===== src/rtl/encoder_button_menu_controller_top_defines.svh =====
// Assertion macros shared by the menu controller RTL.
`ifndef ENCODER_BUTTON_MENU_CONTROLLER_TOP_DEFINES_SVH
`define ENCODER_BUTTON_MENU_CONTROLLER_TOP_DEFINES_SVH

// Same-cycle implication, checked at every rising clk outside reset
`define EBMC_ASSERT_NOW(lbl, ante, cons, msg) \
    lbl: assert property (@(posedge clk) disable iff (!rst_n) (ante) |-> (cons)) \
        else $error(msg);

// Next-cycle implication, checked at every rising clk outside reset
`define EBMC_ASSERT_NEXT(lbl, ante, cons, msg) \
    lbl: assert property (@(posedge clk) disable iff (!rst_n) (ante) |=> (cons)) \
        else $error(msg);

`endif


===== src/rtl/ebmc_pkg.sv =====
// Types, constants and lookup functions of the encoder/button menu controller.
package ebmc_pkg;

    localparam int MENU_ENTRIES = 12;
    localparam int HELD_SLOTS   = 9;

    localparam logic [3:0] LAST_ENTRY   = 4'(MENU_ENTRIES - 1);
    localparam logic [7:0] VALUE_MAX    = 8'd255;
    localparam logic [7:0] DIM_LEVEL    = 8'd40;
    localparam logic [7:0] PRESET_LIMIT = 8'd250;

    // Menu entry codes
    localparam logic [3:0] ENTRY_BRIGHT    = 4'd0;
    localparam logic [3:0] ENTRY_SPEED     = 4'd1;
    localparam logic [3:0] ENTRY_INTENSITY = 4'd2;
    localparam logic [3:0] ENTRY_PALETTE   = 4'd3;
    localparam logic [3:0] ENTRY_EFFECT    = 4'd4;
    localparam logic [3:0] ENTRY_HUE       = 4'd5;
    localparam logic [3:0] ENTRY_SAT       = 4'd6;
    localparam logic [3:0] ENTRY_CCT       = 4'd7;
    localparam logic [3:0] ENTRY_PRESET    = 4'd8;
    localparam logic [3:0] ENTRY_CUSTOM1   = 4'd9;
    localparam logic [3:0] ENTRY_CUSTOM2   = 4'd10;
    localparam logic [3:0] ENTRY_CUSTOM3   = 4'd11;

    // Configuration register indexes
    localparam logic [2:0] REG_LONG_MS     = 3'd0;
    localparam logic [2:0] REG_WINDOW_MS   = 3'd1;
    localparam logic [2:0] REG_STEP        = 3'd2;
    localparam logic [2:0] REG_LAST_STATE  = 3'd3;
    localparam logic [2:0] REG_PRESET_LOW  = 3'd4;
    localparam logic [2:0] REG_PRESET_HIGH = 3'd5;

    // Reset levels of the held values, slot order:
    // brightness, speed, intensity, hue, saturation, cct, custom1..3
    localparam logic [7:0] HELD_INIT [HELD_SLOTS] =
        '{8'd128, 8'd128, 8'd128, 8'd16, 8'd255, 8'd128, 8'd128, 8'd128, 8'd128};

    typedef enum logic [2:0] {
        ST_IDLE,
        ST_BTN,
        ST_WAIT,
        ST_SEARCH,
        ST_DELTA,
        ST_STEP,
        ST_DONE
    } state_t;

    typedef struct packed {
        logic [15:0] long_ms;
        logic [15:0] window_ms;
        logic [6:0]  step;
        logic [3:0]  last_state;
        logic [7:0]  preset_low;
        logic [7:0]  preset_high;
    } cfg_t;

    typedef struct packed {
        logic [31:0] a;
        logic [31:0] b;
        logic        sub;
        logic [31:0] limit;
    } alu_req_t;

    typedef struct packed {
        logic [32:0] res;   // bit 32 is the borrow of a subtraction
        logic        gt;    // res[31:0] > limit
    } alu_rsp_t;

    typedef struct packed {
        logic       valid;
        logic [3:0] idx;
    } slot_t;

    // Held-value slot of a menu entry; invalid for request-only entries
    function automatic slot_t held_slot(input logic [3:0] e);
        slot_t s;
        s.valid = 1'b1;
        s.idx   = 4'd0;
        case (e)
            ENTRY_BRIGHT:    s.idx = 4'd0;
            ENTRY_SPEED:     s.idx = 4'd1;
            ENTRY_INTENSITY: s.idx = 4'd2;
            ENTRY_HUE:       s.idx = 4'd3;
            ENTRY_SAT:       s.idx = 4'd4;
            ENTRY_CCT:       s.idx = 4'd5;
            ENTRY_CUSTOM1:   s.idx = 4'd6;
            ENTRY_CUSTOM2:   s.idx = 4'd7;
            ENTRY_CUSTOM3:   s.idx = 4'd8;
            default:         s.valid = 1'b0;
        endcase
        return s;
    endfunction

    // Whether a menu entry can be selected with the current flags
    function automatic logic entry_avail(input logic [3:0] e, input logic [4:0] sliders,
                                         input logic cct, input logic preset_on);
        logic ok;
        ok = 1'b1;
        case (e)
            ENTRY_SPEED:     ok = sliders[0];
            ENTRY_INTENSITY: ok = sliders[1];
            ENTRY_CCT:       ok = cct;
            ENTRY_PRESET:    ok = preset_on;
            ENTRY_CUSTOM1:   ok = sliders[2];
            ENTRY_CUSTOM2:   ok = sliders[3];
            ENTRY_CUSTOM3:   ok = sliders[4];
            default:         ok = 1'b1;
        endcase
        return ok;
    endfunction

endpackage


===== src/rtl/ebmc_cfg.sv =====
// Configuration register bank with preset clamping.
module ebmc_cfg
    import ebmc_pkg::*;
(
    input  logic        clk,
    input  logic        rst_n,
    input  logic        cfg_valid,
    input  logic [2:0]  cfg_index,
    input  logic [15:0] cfg_data,
    output cfg_t        cfg
);

    cfg_t cfg_reg;
    cfg_t cfg_next;

    // Preset limits saturate at the top preset number
    logic [7:0] preset_val;
    assign preset_val = (cfg_data[7:0] > PRESET_LIMIT) ? PRESET_LIMIT : cfg_data[7:0];

    // Register write decode; unknown indexes are dropped
    always_comb
    begin
        cfg_next = cfg_reg;
        if (cfg_valid)
        begin
            case (cfg_index)
                REG_LONG_MS:     cfg_next.long_ms     = cfg_data;
                REG_WINDOW_MS:   cfg_next.window_ms   = cfg_data;
                REG_STEP:        cfg_next.step        = cfg_data[6:0];
                REG_LAST_STATE:  cfg_next.last_state  = cfg_data[3:0];
                REG_PRESET_LOW:  cfg_next.preset_low  = preset_val;
                REG_PRESET_HIGH: cfg_next.preset_high = preset_val;
                default:         cfg_next = cfg_reg;
            endcase
        end
    end

    always_ff @(posedge clk or negedge rst_n)
    begin
        if (!rst_n)
        begin
            cfg_reg.long_ms     <= 16'd3000;
            cfg_reg.window_ms   <= 16'd350;
            cfg_reg.step        <= 7'd5;
            cfg_reg.last_state  <= 4'd11;
            cfg_reg.preset_low  <= 8'd0;
            cfg_reg.preset_high <= 8'd0;
        end
        else
        begin
            cfg_reg <= cfg_next;
        end
    end

    assign cfg = cfg_reg;

endmodule


===== src/rtl/ebmc_alu.sv =====
// Shared add/subtract unit with a compare against a limit.
module ebmc_alu
    import ebmc_pkg::*;
(
    input  alu_req_t req,
    output alu_rsp_t rsp
);

    // 33-bit add or subtract; the top bit flags a carry or borrow
    always_comb
    begin
        if (req.sub)
        begin
            rsp.res = {1'b0, req.a} - {1'b0, req.b};
        end
        else
        begin
            rsp.res = {1'b0, req.a} + {1'b0, req.b};
        end
        rsp.gt = rsp.res[31:0] > req.limit;
    end

endmodule


===== src/rtl/encoder_button_menu_controller_top.sv =====
// Top level: poll sequencer, button/encoder state and output register.
// A poll runs the button, window and delta states to m_tvalid, with a held-value
// step for entries that hold one and, on a menu advance, a search, one entry per
// cycle. One item is in work at a time: the next is taken in the cycle after the
// result is loaded, and time, count and step arithmetic uses the one shared
// add/compare unit, one operation per cycle. A baseline load skips to the result.
// rst_n (asynchronous, active low) restores registers, held values and state.
`include "encoder_button_menu_controller_top_defines.svh"

module encoder_button_menu_controller_top
    import ebmc_pkg::*;
(
    input  logic        clk,
    input  logic        rst_n,
    // configuration write channel
    input  logic        cfg_valid,
    output logic        cfg_ready,
    input  logic [2:0]  cfg_index,
    input  logic [15:0] cfg_data,
    // input beats
    input  logic        s_tvalid,
    output logic        s_tready,
    // [31:0] now_ms, [32] button_pressed, [48:33] encoder_count,
    // [53:49] slider_mask, [54] cct_capable, [55] zero
    input  logic [55:0] s_tdata,
    // [0] action
    input  logic        s_tuser,
    // result beats
    output logic        m_tvalid,
    input  logic        m_tready,
    // [3:0] menu_index, [4] menu_changed, [5] long_press, [6] toggle_power,
    // [7] adjust_valid, [8] adjust_up, [12:9] adjust_target, [20:13] adjust_value,
    // [23:21] zero
    output logic [23:0] m_tdata,
    // [0] value_held
    output logic        m_tuser
);

    cfg_t     cfg;
    alu_req_t alu_req;
    alu_rsp_t alu_rsp;

    ebmc_cfg u_cfg (
        .clk       (clk),
        .rst_n     (rst_n),
        .cfg_valid (cfg_valid),
        .cfg_index (cfg_index),
        .cfg_data  (cfg_data),
        .cfg       (cfg)
    );

    ebmc_alu u_alu (
        .req (alu_req),
        .rsp (alu_rsp)
    );

    assign cfg_ready = 1'b1;

    // Sequencer and item latches
    state_t      state_reg, state_next;
    logic        act_reg, act_next;
    logic [31:0] now_reg, now_next;
    logic        pressed_reg, pressed_next;
    logic [15:0] count_reg, count_next;
    logic [4:0]  sliders_reg, sliders_next;
    logic        cct_reg, cct_next;

    // Persistent controller state
    logic [15:0] prev_count_reg, prev_count_next;
    logic        press_active_reg, press_active_next;
    logic        long_rep_reg, long_rep_next;
    logic [31:0] press_start_reg, press_start_next;
    logic        wait_active_reg, wait_active_next;
    logic [31:0] wait_start_reg, wait_start_next;
    logic [3:0]  sel_reg, sel_next;
    logic [7:0]  held_reg [HELD_SLOTS];
    logic [7:0]  held_next [HELD_SLOTS];

    // Per-item scratch
    logic [3:0]  e_reg, e_next;
    logic        inc_reg, inc_next;
    logic        res_changed_reg, res_changed_next;
    logic        res_long_reg, res_long_next;
    logic        res_toggle_reg, res_toggle_next;
    logic        res_valid_reg, res_valid_next;
    logic        res_up_reg, res_up_next;
    logic [7:0]  res_value_reg, res_value_next;
    logic        res_held_reg, res_held_next;

    // Output register
    logic        out_valid_reg, out_valid_next;
    logic [20:0] out_data_reg, out_data_next;
    logic        out_user_reg, out_user_next;

    // Derived configuration terms
    logic [3:0] last_eff;
    logic       preset_on;
    logic       preset_step_ok;
    assign last_eff       = (cfg.last_state > LAST_ENTRY) ? LAST_ENTRY : cfg.last_state;
    assign preset_on      = (cfg.preset_high != 8'd0) && (cfg.preset_low != 8'd0);
    assign preset_step_ok = preset_on && (cfg.preset_high > cfg.preset_low);

    // Search step, step amount and slot lookup
    logic [3:0] e_adv;
    logic [3:0] e_wrap;
    logic       e_taken;
    logic [6:0] amount;
    slot_t      slot;
    logic [15:0] diff;
    logic [7:0] step_val;

    assign e_taken = (e_reg <= LAST_ENTRY) && entry_avail(e_reg, sliders_reg, cct_reg, preset_on);
    assign e_adv   = ((e_reg > LAST_ENTRY) || e_taken) ? e_reg : e_reg + 4'd1;
    assign e_wrap  = (e_adv > last_eff) ? 4'd0 : e_adv;
    assign slot    = held_slot(sel_reg);
    assign amount  = ((sel_reg == ENTRY_BRIGHT) && (held_reg[0] < DIM_LEVEL)) ?
                     {1'b0, cfg.step[6:1]} : cfg.step;
    assign diff    = alu_rsp.res[15:0];
    // Saturate the shared unit's sum or difference to the value range
    assign step_val = (!inc_reg && alu_rsp.res[32]) ? 8'd0 :
                      ( inc_reg && alu_rsp.gt)      ? VALUE_MAX : alu_rsp.res[7:0];

    assign s_tready = (state_reg == ST_IDLE);

    // Next state and datapath control
    always_comb
    begin
        state_next        = state_reg;
        act_next          = act_reg;
        now_next          = now_reg;
        pressed_next      = pressed_reg;
        count_next        = count_reg;
        sliders_next      = sliders_reg;
        cct_next          = cct_reg;
        prev_count_next   = prev_count_reg;
        press_active_next = press_active_reg;
        long_rep_next     = long_rep_reg;
        press_start_next  = press_start_reg;
        wait_active_next  = wait_active_reg;
        wait_start_next   = wait_start_reg;
        sel_next          = sel_reg;
        held_next         = held_reg;
        e_next            = e_reg;
        inc_next          = inc_reg;
        res_changed_next  = res_changed_reg;
        res_long_next     = res_long_reg;
        res_toggle_next   = res_toggle_reg;
        res_valid_next    = res_valid_reg;
        res_up_next       = res_up_reg;
        res_value_next    = res_value_reg;
        res_held_next     = res_held_reg;
        out_valid_next    = out_valid_reg;
        out_data_next     = out_data_reg;
        out_user_next     = out_user_reg;

        alu_req.a     = now_reg;
        alu_req.b     = press_active_reg ? press_start_reg : now_reg;
        alu_req.sub   = 1'b1;
        alu_req.limit = {16'd0, cfg.long_ms};

        // result taken downstream
        if (out_valid_reg && m_tready)
        begin
            out_valid_next = 1'b0;
        end

        case (state_reg)
            ST_IDLE:
            begin
                if (s_tvalid)
                begin
                    act_next         = s_tuser;
                    now_next         = s_tdata[31:0];
                    pressed_next     = s_tdata[32];
                    count_next       = s_tdata[48:33];
                    sliders_next     = s_tdata[53:49];
                    cct_next         = s_tdata[54];
                    res_changed_next = 1'b0;
                    res_long_next    = 1'b0;
                    res_toggle_next  = 1'b0;
                    res_valid_next   = 1'b0;
                    res_up_next      = 1'b0;
                    res_value_next   = 8'd0;
                    res_held_next    = 1'b0;
                    if (s_tuser)
                    begin
                        prev_count_next = s_tdata[48:33];
                        state_next      = ST_DONE;
                    end
                    else
                    begin
                        state_next = ST_BTN;
                    end
                end
            end

            // hold time against the long-press threshold
            ST_BTN:
            begin
                if (pressed_reg)
                begin
                    if (!press_active_reg)
                    begin
                        press_start_next = now_reg;
                    end
                    press_active_next = 1'b1;
                    if (alu_rsp.gt)
                    begin
                        res_long_next = !long_rep_reg;
                        long_rep_next = 1'b1;
                    end
                end
                else if (press_active_reg)
                begin
                    wait_active_next = 1'b0;
                    if (!long_rep_reg)
                    begin
                        if (wait_active_reg)
                        begin
                            res_toggle_next = 1'b1;
                        end
                        else
                        begin
                            wait_active_next = 1'b1;
                            wait_start_next  = now_reg;
                        end
                    end
                    long_rep_next     = 1'b0;
                    press_active_next = 1'b0;
                end
                state_next = ST_WAIT;
            end

            // double-press window expiry
            ST_WAIT:
            begin
                alu_req.a     = now_reg;
                alu_req.b     = wait_start_reg;
                alu_req.limit = {16'd0, cfg.window_ms};
                if (wait_active_reg && alu_rsp.gt && !pressed_reg)
                begin
                    wait_active_next = 1'b0;
                    res_changed_next = 1'b1;
                    e_next           = sel_reg + 4'd1;
                    state_next       = ST_SEARCH;
                end
                else
                begin
                    state_next = ST_DELTA;
                end
            end

            // one menu entry tested per cycle
            ST_SEARCH:
            begin
                e_next = e_wrap;
                if (e_taken)
                begin
                    sel_next   = e_wrap;
                    state_next = ST_DELTA;
                end
            end

            // encoder count delta
            ST_DELTA:
            begin
                alu_req.a       = {16'd0, count_reg};
                alu_req.b       = {16'd0, prev_count_reg};
                alu_req.limit   = 32'd0;
                prev_count_next = count_reg;
                inc_next        = !diff[15];
                state_next      = ST_DONE;
                if (diff != 16'd0)
                begin
                    if (slot.valid)
                    begin
                        state_next = ST_STEP;
                    end
                    else if ((sel_reg != ENTRY_PRESET) || preset_step_ok)
                    begin
                        res_valid_next = 1'b1;
                        res_up_next    = !diff[15];
                    end
                end
            end

            // saturating step of the held value
            ST_STEP:
            begin
                alu_req.a      = {24'd0, held_reg[slot.idx]};
                alu_req.b      = {25'd0, amount};
                alu_req.sub    = !inc_reg;
                alu_req.limit  = {24'd0, VALUE_MAX};
                held_next[slot.idx] = step_val;
                res_valid_next = 1'b1;
                res_up_next    = inc_reg;
                res_value_next = step_val;
                res_held_next  = 1'b1;
                state_next     = ST_DONE;
            end

            // load the output register once it is free
            ST_DONE:
            begin
                if (!out_valid_reg || m_tready)
                begin
                    out_valid_next = 1'b1;
                    out_data_next  = {res_value_reg,
                                      res_valid_reg ? sel_reg : 4'd0,
                                      res_up_reg, res_valid_reg, res_toggle_reg,
                                      res_long_reg, res_changed_reg, sel_reg};
                    out_user_next  = res_held_reg;
                    state_next     = ST_IDLE;
                end
            end

            default:
            begin
                state_next = ST_IDLE;
            end
        endcase
    end

    // Control and state registers
    always_ff @(posedge clk or negedge rst_n)
    begin
        if (!rst_n)
        begin
            state_reg        <= ST_IDLE;
            prev_count_reg   <= 16'd0;
            press_active_reg <= 1'b0;
            long_rep_reg     <= 1'b0;
            press_start_reg  <= 32'd0;
            wait_active_reg  <= 1'b0;
            wait_start_reg   <= 32'd0;
            sel_reg          <= 4'd0;
            held_reg         <= HELD_INIT;
            out_valid_reg    <= 1'b0;
        end
        else
        begin
            state_reg        <= state_next;
            prev_count_reg   <= prev_count_next;
            press_active_reg <= press_active_next;
            long_rep_reg     <= long_rep_next;
            press_start_reg  <= press_start_next;
            wait_active_reg  <= wait_active_next;
            wait_start_reg   <= wait_start_next;
            sel_reg          <= sel_next;
            held_reg         <= held_next;
            out_valid_reg    <= out_valid_next;
        end
    end

    // Payload registers
    always_ff @(posedge clk)
    begin
        act_reg         <= act_next;
        now_reg         <= now_next;
        pressed_reg     <= pressed_next;
        count_reg       <= count_next;
        sliders_reg     <= sliders_next;
        cct_reg         <= cct_next;
        e_reg           <= e_next;
        inc_reg         <= inc_next;
        res_changed_reg <= res_changed_next;
        res_long_reg    <= res_long_next;
        res_toggle_reg  <= res_toggle_next;
        res_valid_reg   <= res_valid_next;
        res_up_reg      <= res_up_next;
        res_value_reg   <= res_value_next;
        res_held_reg    <= res_held_next;
        out_data_reg    <= out_data_next;
        out_user_reg    <= out_user_next;
    end

    assign m_tvalid = out_valid_reg;
    assign m_tdata  = {3'd0, out_data_reg};
    assign m_tuser  = out_user_reg;

    // A baseline load goes straight to the result, a poll through the button phase
    `EBMC_ASSERT_NEXT(a_load_path, state_reg == ST_IDLE && s_tvalid,
        (act_reg && state_reg == ST_DONE) || (!act_reg && state_reg == ST_BTN),
        "accepted item took the wrong path")
    // The selected entry never leaves the menu
    `EBMC_ASSERT_NOW(a_sel_range, 1'b1, sel_reg <= LAST_ENTRY,
        "selected entry out of range")
    // A held value only comes with a step
    `EBMC_ASSERT_NOW(a_held_step, m_tvalid && m_tuser, m_tdata[7] == 1'b1,
        "value_held without adjust_valid")
    // Without a step all step fields are zero
    `EBMC_ASSERT_NOW(a_no_step, m_tvalid && !m_tdata[7],
        m_tdata[20:8] == 13'd0 && !m_tuser, "step fields set without a step")
    // The search cursor stays within one past the last entry
    `EBMC_ASSERT_NOW(a_search_cursor, state_reg == ST_SEARCH, e_reg <= LAST_ENTRY + 4'd1,
        "menu search cursor out of range")

endmodule

===== config.mk =====
export PLATFORM = sky130hd
export DESIGN_NAME = encoder_button_menu_controller_top
export DESIGN_NICKNAME = d
export VERILOG_FILES = /design/src/rtl/ebmc_pkg.sv /design/src/rtl/ebmc_cfg.sv /design/src/rtl/ebmc_alu.sv /design/src/rtl/encoder_button_menu_controller_top.sv
export VERILOG_INCLUDE_DIRS = /design/src /design/src/rtl
export SDC_FILE = /design/constraint.sdc
export NUM_CORES = 1
export LEC_CHECK = 0
export BUFFER_PORTS_ARGS = -buffer_cell sky130_fd_sc_hd__buf_2
export CAP_MARGIN = 20
export CORE_MARGIN = 2
export CORE_UTILIZATION = 50
export CTS_CLUSTER_SIZE = 28
export DETAILED_ROUTE_END_ITERATION = 10
export GPL_TIMING_DRIVEN = 0
export HOLD_SLACK_MARGIN = 0.03
export PLACE_DENSITY_LB_ADDON = 0.3
export SLEW_MARGIN = 0
export SYNTH_ARGS = -nofsm -noshare
export SYNTH_HDL_FRONTEND = slang
export SYNTH_SLANG_ARGS = --single-unit

===== constraint.sdc =====
create_clock -name clk -period 8.8 [get_ports clk]
set_clock_uncertainty 0.2 [all_clocks]
set_input_delay 0.88 -clock clk [delete_from_list [all_inputs] [get_ports clk]]
set_output_delay 0.88 -clock clk [all_outputs]
set_load 0.05 [all_outputs]

==> metrics, run 1 <==
max cap viols 0; I/O pin count 109; Reg clk slew, reported paths 0.06 ns; IO Port Bufs 102; metal2 WL 21700 µm; RSZ-0062 raised after global routing false; Slew HR 0.224; Final ANT Viol Nets 0; Hold Worst Slack 0.0428 ns; First-pass DRT Iterations 6; Crit Path Class flop to flop; Top FF cell, synth dfrtp_1; post-placement cell area 18700 µm²; DRC Markers 0; multi-input logic area 8470 µm²; Net count, final 1976; Hold WC Path Type primary input to asynchronous set/reset pin; top cells by area, synth dfrtp_1 27%, edfxtp_1 16%, mux2_2 8.2%; Crit. End Element flop; gpl congestion 0.944; synth unique cells 73; global-route wire length before repair 76300 µm; Rows 68; DRT iter0 DRCs 1397; setup slack after layout 0.346 ns; via count 13997; Area Overhead vs Synth 13.8%; Seq/Total Area, Yosys 0.485; status finished, final reports clean; post-DR vias/cell 6.07; nature of the critical path startpoint flop; max reg flops 72; cell mode on critical path nor2_1; CTS tree yes; Slew @ Worst Pin 1.15 ns; ys async rst share 0.698; EDFF count, synth 96; die span in y 191 µm; Slew Viols, Final 0; register area 8480 µm²; Starting Density 0.508; Worst EP required 8.91 ns; die outline width 191 µm; Final Setup Violations 0; Final min period 8.45 ns; R2R Path Start state_reg[2]; core area 34500 µm²; crit path launch state_reg[2]; largest net degree at the start of global routing 88; FILL cells 2911; Clock Path Buffers 3; vias in the first global route 13792; Arr. time, crit path 8.57 ns; initial antenna violation count 1; register bit count reported by yosys 318; Synth area leader dfrtp_1; Root Buffer clkbuf_16; cts bufs inserted 36; die area 36500 µm²; synthesized instance count 1673; DRT Wirelength 48800 µm; share of layout cells above drive strength 1 0.192; routed len/inst 21.1 µm; CP Max Fanout 10; Synth top area share 0.269; Skew-Pair Late Insertion Delay 0.56 ns; clock sinks 318; total grt overflow 0; fin crit share 0.961; Fin. Hold Viols 0; worst slack, placed 0.576 ns; critical path's largest stage delay 0.55 ns; Avg Synthesized Cell Area 10.5 µm²; Synth Warn # 0; most frequent cells in the layout 200 x nand2_1, 188 x dfrtp_1, 130 x a21oi_1, 127 x mux2_2, 107 x mux2i_1; global-route usage over all layers 0.271; number of antenna diodes 0; Max Clock Freq 118 MHz; wire length on met1 21800 µm; met3 WL 3810 µm; Post-Syn Area 17500 µm²; Crit-path slowest cell clkbuf_1; Top Layer Used met4; Setup TNS 0 ns; Finished Cell Area 19900 µm²; H-tree depth 2; DP Wirelength 35900 µm; commonest non-fill, non-tap cell in the layout nand2_1
## through the flow
stage               utilization  cells
finish                    0.578   2307
global route              0.578   2307
CTS                       0.577   2305
detailed placement        0.543   2239
global placement          0.539   2232
floorplan                     -   1675
## repair_timing
item                                    in CTS  in global routing
setup buffers                                0                  0
endpoints found under the setup margin       0                  6
resized for setup                            0                  2
hold buffers                                 0                  0
## cells by family after synthesis
group	after synthesis	share of synthesized area
DFF	318	0.485
adders and majority gates	71	0.0512
xor gates and xnor gates	31	0.0155
and+or+nand+nor	447	0.120
other	2	0.000429
muxes	234	0.143
buffers and inverters	133	0.0316
AOI/OAI and AO/OA	437	0.153
## synth_stat cells, drive strengths merged, types with 4 or more instances
library cell,instances
edfxtp,96
ha,70
o211ai,6
o31ai,8
a221o,4
xor2,14
a211oi,17
nand3,22
buf,20
dfrtp,188
nand4,8
inv,36
clkbuf,75
a22oi,9
dfstp,34
nor4,14
nor2,84
nor3,20
o21a,9
o21ai,138
o21bai,4
mux2i,107
nand2,200
a221oi,25
or3,7
mux2,127
and3,29
nand4b,4
xnor2,17
nor2b,11
nand2b,13
and2,25
a21oi,130
a22o,8
a21o,11
o22ai,23
a31oi,23
## routing by layer
| layer | track usage | vias to the layer above |
|---|---|---|
| met5 | 0 | - |
| met4 | 0.0909 | 0 |
| met3 | 0.0470 | 96 |
| met2 | 0.413 | 588 |
| met1 | 0.390 | 6873 |
| li1 | - | 6440 |
## worst max-delay path: cells and delay by family, from the launching register on
kind | cells | cell delay (ns)
simple gates | 14 | 2.87
buf+inv | 5 | 2.05
compound gates | 7 | 1.56
fa+ha+maj | 3 | 0.79
xor+xnor | 1 | 0.39
flops | 1 | 0.32
## area by class of cell
type | count | area share
inverters | 38 | 0.00717
clock buffers | 51 | 0.0517
repair buffers | 111 | 0.0321
well taps | 455 | 0.0286
flip-flops and latches | 318 | 0.426
clock inverters | 15 | 0.00805
multi-input cells | 1224 | 0.426
plain buffers | 95 | 0.0207
## worst paths after layout
check / end / slack [ns] / cells past startpoint
setup / recovery: e_reg[0] / 0.35 / 30
hold / removal: held_reg[56] / 0.04 / 1
setup reg to reg: e_reg[0] / 0.35 / 30
hold reg to reg: out_data_reg[13] / 0.22 / 0
max in group asynchronous: u_cfg.cfg[52] / 7.11 / 3
min in group clk: out_data_reg[13] / 0.22 / 0
Power of run 1 is left out: the tool's default activity adds up to more than one toggle a clock period on the data nets, which glitch-free logic cannot reach.
==> run 2, diff against run 1 <==
--- a/config.mk
+++ b/config.mk
@@ -9,12 +9,12 @@
 export BUFFER_PORTS_ARGS = -buffer_cell sky130_fd_sc_hd__buf_2
 export CAP_MARGIN = 20
 export CORE_MARGIN = 2
-export CORE_UTILIZATION = 50
+export CORE_UTILIZATION = 55
 export CTS_CLUSTER_SIZE = 28
 export DETAILED_ROUTE_END_ITERATION = 10
 export GPL_TIMING_DRIVEN = 0
 export HOLD_SLACK_MARGIN = 0.03
-export PLACE_DENSITY_LB_ADDON = 0.3
+export PLACE_DENSITY = 0.85
 export SLEW_MARGIN = 0
 export SYNTH_ARGS = -nofsm -noshare
 export SYNTH_HDL_FRONTEND = slang
==> run 2 against run 1 <==
Effect of this change: routed wire length increased by 1.3%; hold slack gained 0.16 ns; first-iteration DRC count increased by 18%; non-clock buffer count unchanged; fmax up 1.2%; largest cell class unchanged; flip-flop and latch count unchanged; die area is 8.9% lower; via count increased by 2.9%; core utilization grew 5.6 points; critical endpoint is now res_value_reg[7].
==> metrics, run 2 (synthesis gave the netlist of run 1 again) <==
Worst Setup EP res_value_reg[7] (was e_reg[0]); global-route wire length before repair 78100 µm (was 76300 µm); IO Port Bufs 102 (unchanged); most frequent cells in the layout 200 x nand2_1, 188 x dfrtp_1, 130 x a21oi_1, 127 x mux2_2, 107 x mux2i_1 (unchanged); multi-input logic area 8470 µm² (unchanged); RR Endpoint res_value_reg[7] (was e_reg[0]); worst r2r path cells 31 (was 30); Final ANT Viol Nets 0 (unchanged); Cells after DPL 2185 (was 2239); CTS Hold Bufs 0 (unchanged); largest net degree at the start of global routing 113 (was 88); Slew Viols, Final 0 (unchanged); cts bufs inserted 37 (was 36); Hold WC Path Type primary input to asynchronous set/reset pin (unchanged); Fin. Hold Viols 0 (unchanged); core area 31500 µm² (was 34500 µm²); register area 8480 µm² (unchanged); vias in the first global route 14248 (was 13792); Skew-Pair Late Insertion Delay 0.53 ns (was 0.56 ns); setup bufs post-CTS 0 (unchanged); global-route usage over all layers 0.299 (was 0.271); Starting Density 0.556 (was 0.508); Final min period 8.35 ns (was 8.45 ns); Final Setup Violations 0 (unchanged); Worst EP required 8.85 ns (was 8.91 ns); gpl congestion 0.959 (was 0.944); post-placement cell area 18600 µm² (was 18700 µm²); initial antenna violation count 0 (was 1); CP Max Fanout 10 (unchanged); First-pass DRT Iterations 8 (was 6); max reg flops 72 (unchanged); Levels on crit path 31 (was 30); share of layout cells above drive strength 1 0.194 (was 0.192); Area Overhead vs Synth 14.0% (was 13.8%); Net count, final 1977 (was 1976); Setup TNS 0 ns (unchanged); die outline width 182 µm (was 191 µm); number of antenna diodes 0 (unchanged); Crit Path Class flop to flop (unchanged); die span in y 182 µm (was 191 µm); total grt overflow 0 (unchanged); via count 14396 (was 13997); critical path buffer and inverter count 6 (was 5); DRT iter0 DRCs 1653 (was 1397); Slew @ Worst Pin 1.07 ns (was 1.15 ns); post_cts resized 0 (unchanged); Arr. time, crit path 8.40 ns (was 8.57 ns); Finished Cell Area 19900 µm² (about the same); CP top delay family simple AND/OR/NAND/NOR gates (unchanged); Rows 65 (was 68); critical path's largest stage delay 0.52 ns (was 0.55 ns); status finished, final reports clean (unchanged); Crit. End Element flop (unchanged); setup slack, reg-to-reg 0.45 ns (was 0.35 ns); DRT Wirelength 49400 µm (was 48800 µm); M2 GR Usage 0.454 (was 0.413); Crit-path slowest cell clkbuf_1 (unchanged); Clock Path Buffers 3 (unchanged); max cap viols 0 (unchanged); commonest non-fill, non-tap cell in the layout nand2_1 (unchanged); DRC Markers 0 (unchanged); non-filler instance count after layout 2256 (was 2307); H-tree depth 2 (unchanged); Max Clock Freq 120 MHz (was 118 MHz); routed len/inst 21.9 µm (was 21.1 µm); met3 Track Usage GR 0.0633 (was 0.0470); clock sinks 318 (unchanged); post-DR vias/cell 6.38 (was 6.07); Reg clk slew, reported paths 0.07 ns (was 0.06 ns); FILL cells 2504 (was 2911); die area 33200 µm² (was 36500 µm²); R2R Path Start state_reg[2] (unchanged); DP Wirelength 35300 µm (was 35900 µm); I/O pin count 109 (unchanged); Root Buffer clkbuf_16 (unchanged); M1 GR Usage 0.426 (was 0.390); Slew HR 0.283 (was 0.224); fin crit share 0.949 (was 0.961); crit path launch state_reg[2] (unchanged); RSZ-0062 raised after global routing false (unchanged); nature of the critical path startpoint flop (unchanged); cell mode on critical path nor2_1 (unchanged); setup slack after layout 0.447 ns (was 0.346 ns); worst slack, placed 0.737 ns (was 0.576 ns); CTS tree yes (unchanged); Most Crowded Layer GR met2 (unchanged)
## run 2: worst min path at each step
stage	from	end	slack, ns
floorplan	res_held_reg	m_tuser	0.20
detailed placement	res_value_reg[2]	out_data_reg[15]	0.20
CTS	res_changed_reg	out_data_reg[4]	0.22
finish	rst_n	held_reg[61]	0.20
global placement	res_toggle_reg	out_data_reg[6]	0.20
global route	res_toggle_reg	out_data_reg[6]	0.23
## run 2: layer usage
layer | share of wire | routed length [µm]
met1 | 0.42 | 20900
met2 | 0.44 | 21900
met3 | 0.10 | 4970
met4 | 0.033 | 1640
met5 | 0 | 0
## run 2: layout make-up
class,instances,area share
clock buffers,50,0.0541
repair buffers,111,0.0315
plain buffers,95,0.0206
clock inverters,18,0.0110
multi-input cells,1224,0.425
inverters,38,0.00716
well taps,402,0.0252
flip-flops and latches,318,0.425
## run 2: stage by stage
| step | hold slack (ns) | util |
|---|---|---|
| 6_report | 0.199 | 0.633 |
| 5_1_grt | 0.226 | 0.633 |
| 4_1_cts | 0.221 | 0.633 |
| 3_5_place_dp | 0.205 | 0.592 |
| 3_3_place_gp | 0.203 | 0.588 |
| 2_1_floorplan | 0.200 | - |
## run 2: worst reg2reg max path: cells and delay by family, from the launching register on
kind	cells	cell delay [ns]
and+or+nand+nor	12	2.27
AOI/OAI and AO/OA	9	1.91
adders and majority gates	3	0.90
buffers and inverters	6	2.06
DFF	1	0.33
xor gates and xnor gates	1	0.40
Power of run 2 is left out for the same reason.
==> run 3, diff against run 2 <==
--- a/config.mk
+++ b/config.mk
@@ -8,14 +8,17 @@
 export LEC_CHECK = 0
 export BUFFER_PORTS_ARGS = -buffer_cell sky130_fd_sc_hd__buf_2
 export CAP_MARGIN = 20
+export CELL_PAD_IN_SITES_DETAIL_PLACEMENT = 0
+export CELL_PAD_IN_SITES_GLOBAL_PLACEMENT = 2
 export CORE_MARGIN = 2
-export CORE_UTILIZATION = 55
+export CORE_UTILIZATION = 41
 export CTS_CLUSTER_SIZE = 28
 export DETAILED_ROUTE_END_ITERATION = 10
 export GPL_TIMING_DRIVEN = 0
 export HOLD_SLACK_MARGIN = 0.03
-export PLACE_DENSITY = 0.85
+export PLACE_DENSITY = 0.92
 export SLEW_MARGIN = 0
 export SYNTH_ARGS = -nofsm -noshare
 export SYNTH_HDL_FRONTEND = slang
+export SYNTH_HIERARCHICAL = 1
 export SYNTH_SLANG_ARGS = --single-unit
==> run 3 against run 2 <==
Effect of this change: flip-flop and latch count did not move; core utilization fell by 16 points; via count fell by 4.4%; largest cell class is now multi-input combinational cells; sequential share of layout area fell by 2.4 points; synthesized cell count is 2.3% higher; hold slack worse by 0.052 ns; final area increased by 6.1%; setup slack improved by 0.053 ns; cell count is 11% higher; register-to-register slack better by 0.05 ns; highest routed layer unchanged.
==> metrics, run 3 <==
post-DR vias/cell 5.52 (was 6.38); Reg clk slew, reported paths 0.06 ns (was 0.07 ns); gpl congestion 0.881 (was 0.959); synth unique cells 93 (was 73); Final ANT Viol Nets 0 (unchanged); DP Wirelength 37400 µm (was 35300 µm); EDFF count, synth 96 (unchanged); Area Overhead vs Synth 14.8% (was 14.0%); Skew-Pair Late Insertion Delay 0.56 ns (was 0.53 ns); Top FF cell, synth dfrtp_1 (unchanged); Crit-path slowest cell buf_1 (was clkbuf_1); RR Endpoint res_value_reg[5] (was res_value_reg[7]); share of layout cells above drive strength 1 0.251 (was 0.194); total grt overflow 0 (unchanged); setup slack after layout 0.499 ns (was 0.447 ns); Worst EP required 8.91 ns (was 8.85 ns); status finished, final reports clean (unchanged); critical path's largest stage delay 0.60 ns (was 0.52 ns); clock sinks 318 (unchanged); Synth area leader dfrtp_1 (unchanged); Arr. time, crit path 8.41 ns (was 8.40 ns); top cells by area, synth dfrtp_1 26%, edfxtp_1 16%, mux2_2 11% (was dfrtp_1 27%, edfxtp_1 16%, mux2_2 8.2%); Starting Density 0.416 (was 0.556); Clock Path Buffers 3 (unchanged); Root Buffer clkbuf_16 (unchanged); H-tree depth 2 (unchanged); register bit count reported by yosys 318 (unchanged); Final Setup Violations 0 (unchanged); Post-Syn Area 18400 µm² (was 17500 µm²); max reg flops 72 (unchanged); Crit. End Element flop (unchanged); fin crit share 0.943 (was 0.949); worst r2r path cells 29 (was 31); DRC Markers 0 (unchanged); Synth Warn # 6 (was 0); CTS Hold Bufs 0 (unchanged); via count 13769 (was 14396); Max Clock Freq 120 MHz (about the same); global-route usage over all layers 0.214 (was 0.299); R2R Path Start state_reg[2] (unchanged); setup slack, reg-to-reg 0.50 ns (was 0.45 ns); IO Port Bufs 103 (was 102); Synth top area share 0.255 (was 0.269); core area 44300 µm² (was 31500 µm²); Crit Path Class flop to flop (unchanged); die span in y 216 µm (was 182 µm); Net count, final 2040 (was 1977); Fin. Hold Viols 0 (unchanged); max cap viols 0 (unchanged); CTS tree yes (unchanged); CP Max Fanout 10 (unchanged); top-count cell post-synth dfrtp_1 (was nand2_1); die outline width 216 µm (was 182 µm); Slew @ Worst Pin 0.918 ns (was 1.07 ns); initial antenna violation count 0 (unchanged); Avg Synthesized Cell Area 10.8 µm² (was 10.5 µm²); Rows 77 (was 65); cts bufs inserted 37 (unchanged); routed len/inst 20.2 µm (was 21.9 µm); synthesized instance count 1711 (was 1673); commonest non-fill, non-tap cell in the layout dfrtp_1 (was nand2_1); setup bufs post-CTS 0 (unchanged); nature of the critical path startpoint flop (unchanged); Final min period 8.30 ns (was 8.35 ns); most frequent cells in the layout 188 x dfrtp_1, 180 x mux2_2, 132 x buf_2, 123 x nand2_1, 114 x a21oi_1 (was 200 x nand2_1, 188 x dfrtp_1, 130 x a21oi_1, 127 x mux2_2, 107 x mux2i_1); largest net degree at the start of global routing 119 (was 113); I/O pin count 109 (unchanged); Cells after DPL 2426 (was 2185); DRT iter0 DRCs 943 (was 1653); vias in the first global route 13797 (was 14248); Hold WC Path Type primary input to asynchronous set/reset pin (unchanged); die area 46600 µm² (was 33200 µm²); DRT Wirelength 50300 µm (was 49400 µm); Slew Viols, Final 0 (unchanged); top cells by count, synth 188 x dfrtp_1, 180 x mux2_2, 123 x nand2_1, 114 x a21oi_1, 96 x edfxtp_1 (was 200 x nand2_1, 188 x dfrtp_1, 130 x a21oi_1, 127 x mux2_2, 107 x mux2i_1); global-route wire length before repair 78200 µm (was 78100 µm); Seq/Total Area, Yosys 0.460 (was 0.485); non-filler instance count after layout 2495 (was 2256); Slew HR 0.388 (was 0.283); First-pass DRT Iterations 5 (was 8); worst slack, placed -0.0351 ns (was 0.737 ns); ys async rst share 0.698 (unchanged)
## run 3: changes by cell type in the layout (fill, tap and decap cells not counted), sizes merged, moves of 39 or more
cell    delta
clkbuf    -39
inv       +48
mux2      +58
mux2i     -48
nand2     -76
o21ai     -68
## run 3: worst max path at each step
stage	endpoint	startpoint	slack, ns
after detailed placement	held_reg[53]	state_reg[1]	-0.04
after global routing	res_value_reg[1]	state_reg[2]	-0.005
after CTS	held_reg[59]	state_reg[1]	0.04
after global placement	held_reg[47]	state_reg[1]	0.02
final	res_value_reg[5]	state_reg[2]	0.50
after floorplan	res_value_reg[3]	state_reg[0]	2.11
## run 3: routing by layer
layer / track usage / vias up / wire length [µm]
li1: - / 6570 / -
met1: 0.312 / 6819 / 24200
met2: 0.327 / 318 / 22200
met3: 0.0355 / 62 / 2750
met4: 0.0658 / 0 / 1160
met5: 0 / - / 0
## run 3: cells by family after synthesis
| group | share of synthesized area |
|---|---|
| compound gates | 0.151 |
| xor+xnor | 0.0294 |
| fa+ha+maj | 0.0588 |
| buf+inv | 0.0408 |
| flops | 0.460 |
| mux | 0.146 |
| other cells | 0.000408 |
| simple gates | 0.113 |
## run 3: stage by stage
stage / setup TNS [ns] / hold WS [ns] / util / area, µm²
2_1_floorplan: 0 / 0.200 / - / 18500
3_3_place_gp: 0 / 0.202 / 0.446 / 19700
3_5_place_dp: -0.504 / 0.205 / 0.447 / 19800
4_1_cts: 0 / 0.184 / 0.476 / 21100
5_1_grt: -0.00505 / 0.222 / 0.477 / 21100
6_report: 0 / 0.147 / 0.477 / 21100
## run 3: what timing repair did
item | in CTS | in global routing
endpoints found under the hold margin | 0 | 0
setup endpoints to repair | 40 | 90
resized for setup | 5 | 10
## run 3: final cells by class
type | count | area, µm²
fill | 4114 | 23200
multi-input combinational | 1236 | 9320
sequential | 318 | 8480
clock buffer | 48 | 1020
tap | 592 | 741
timing repair buffer | 105 | 581
buffer | 89 | 429
inverter | 86 | 323
clock inverter | 20 | 258
antenna | 1 | 2.50
## run 3: critical path: cells and delay by family, from the launching register on
family / cells / cell delay (ns)
simple gates: 5 / 1.73
compound gates: 15 / 2.95
flops: 1 / 0.39
fa+ha+maj: 2 / 0.55
buf+inv: 5 / 1.89
xor+xnor: 2 / 0.32
Power of run 3 is left out for the same reason.
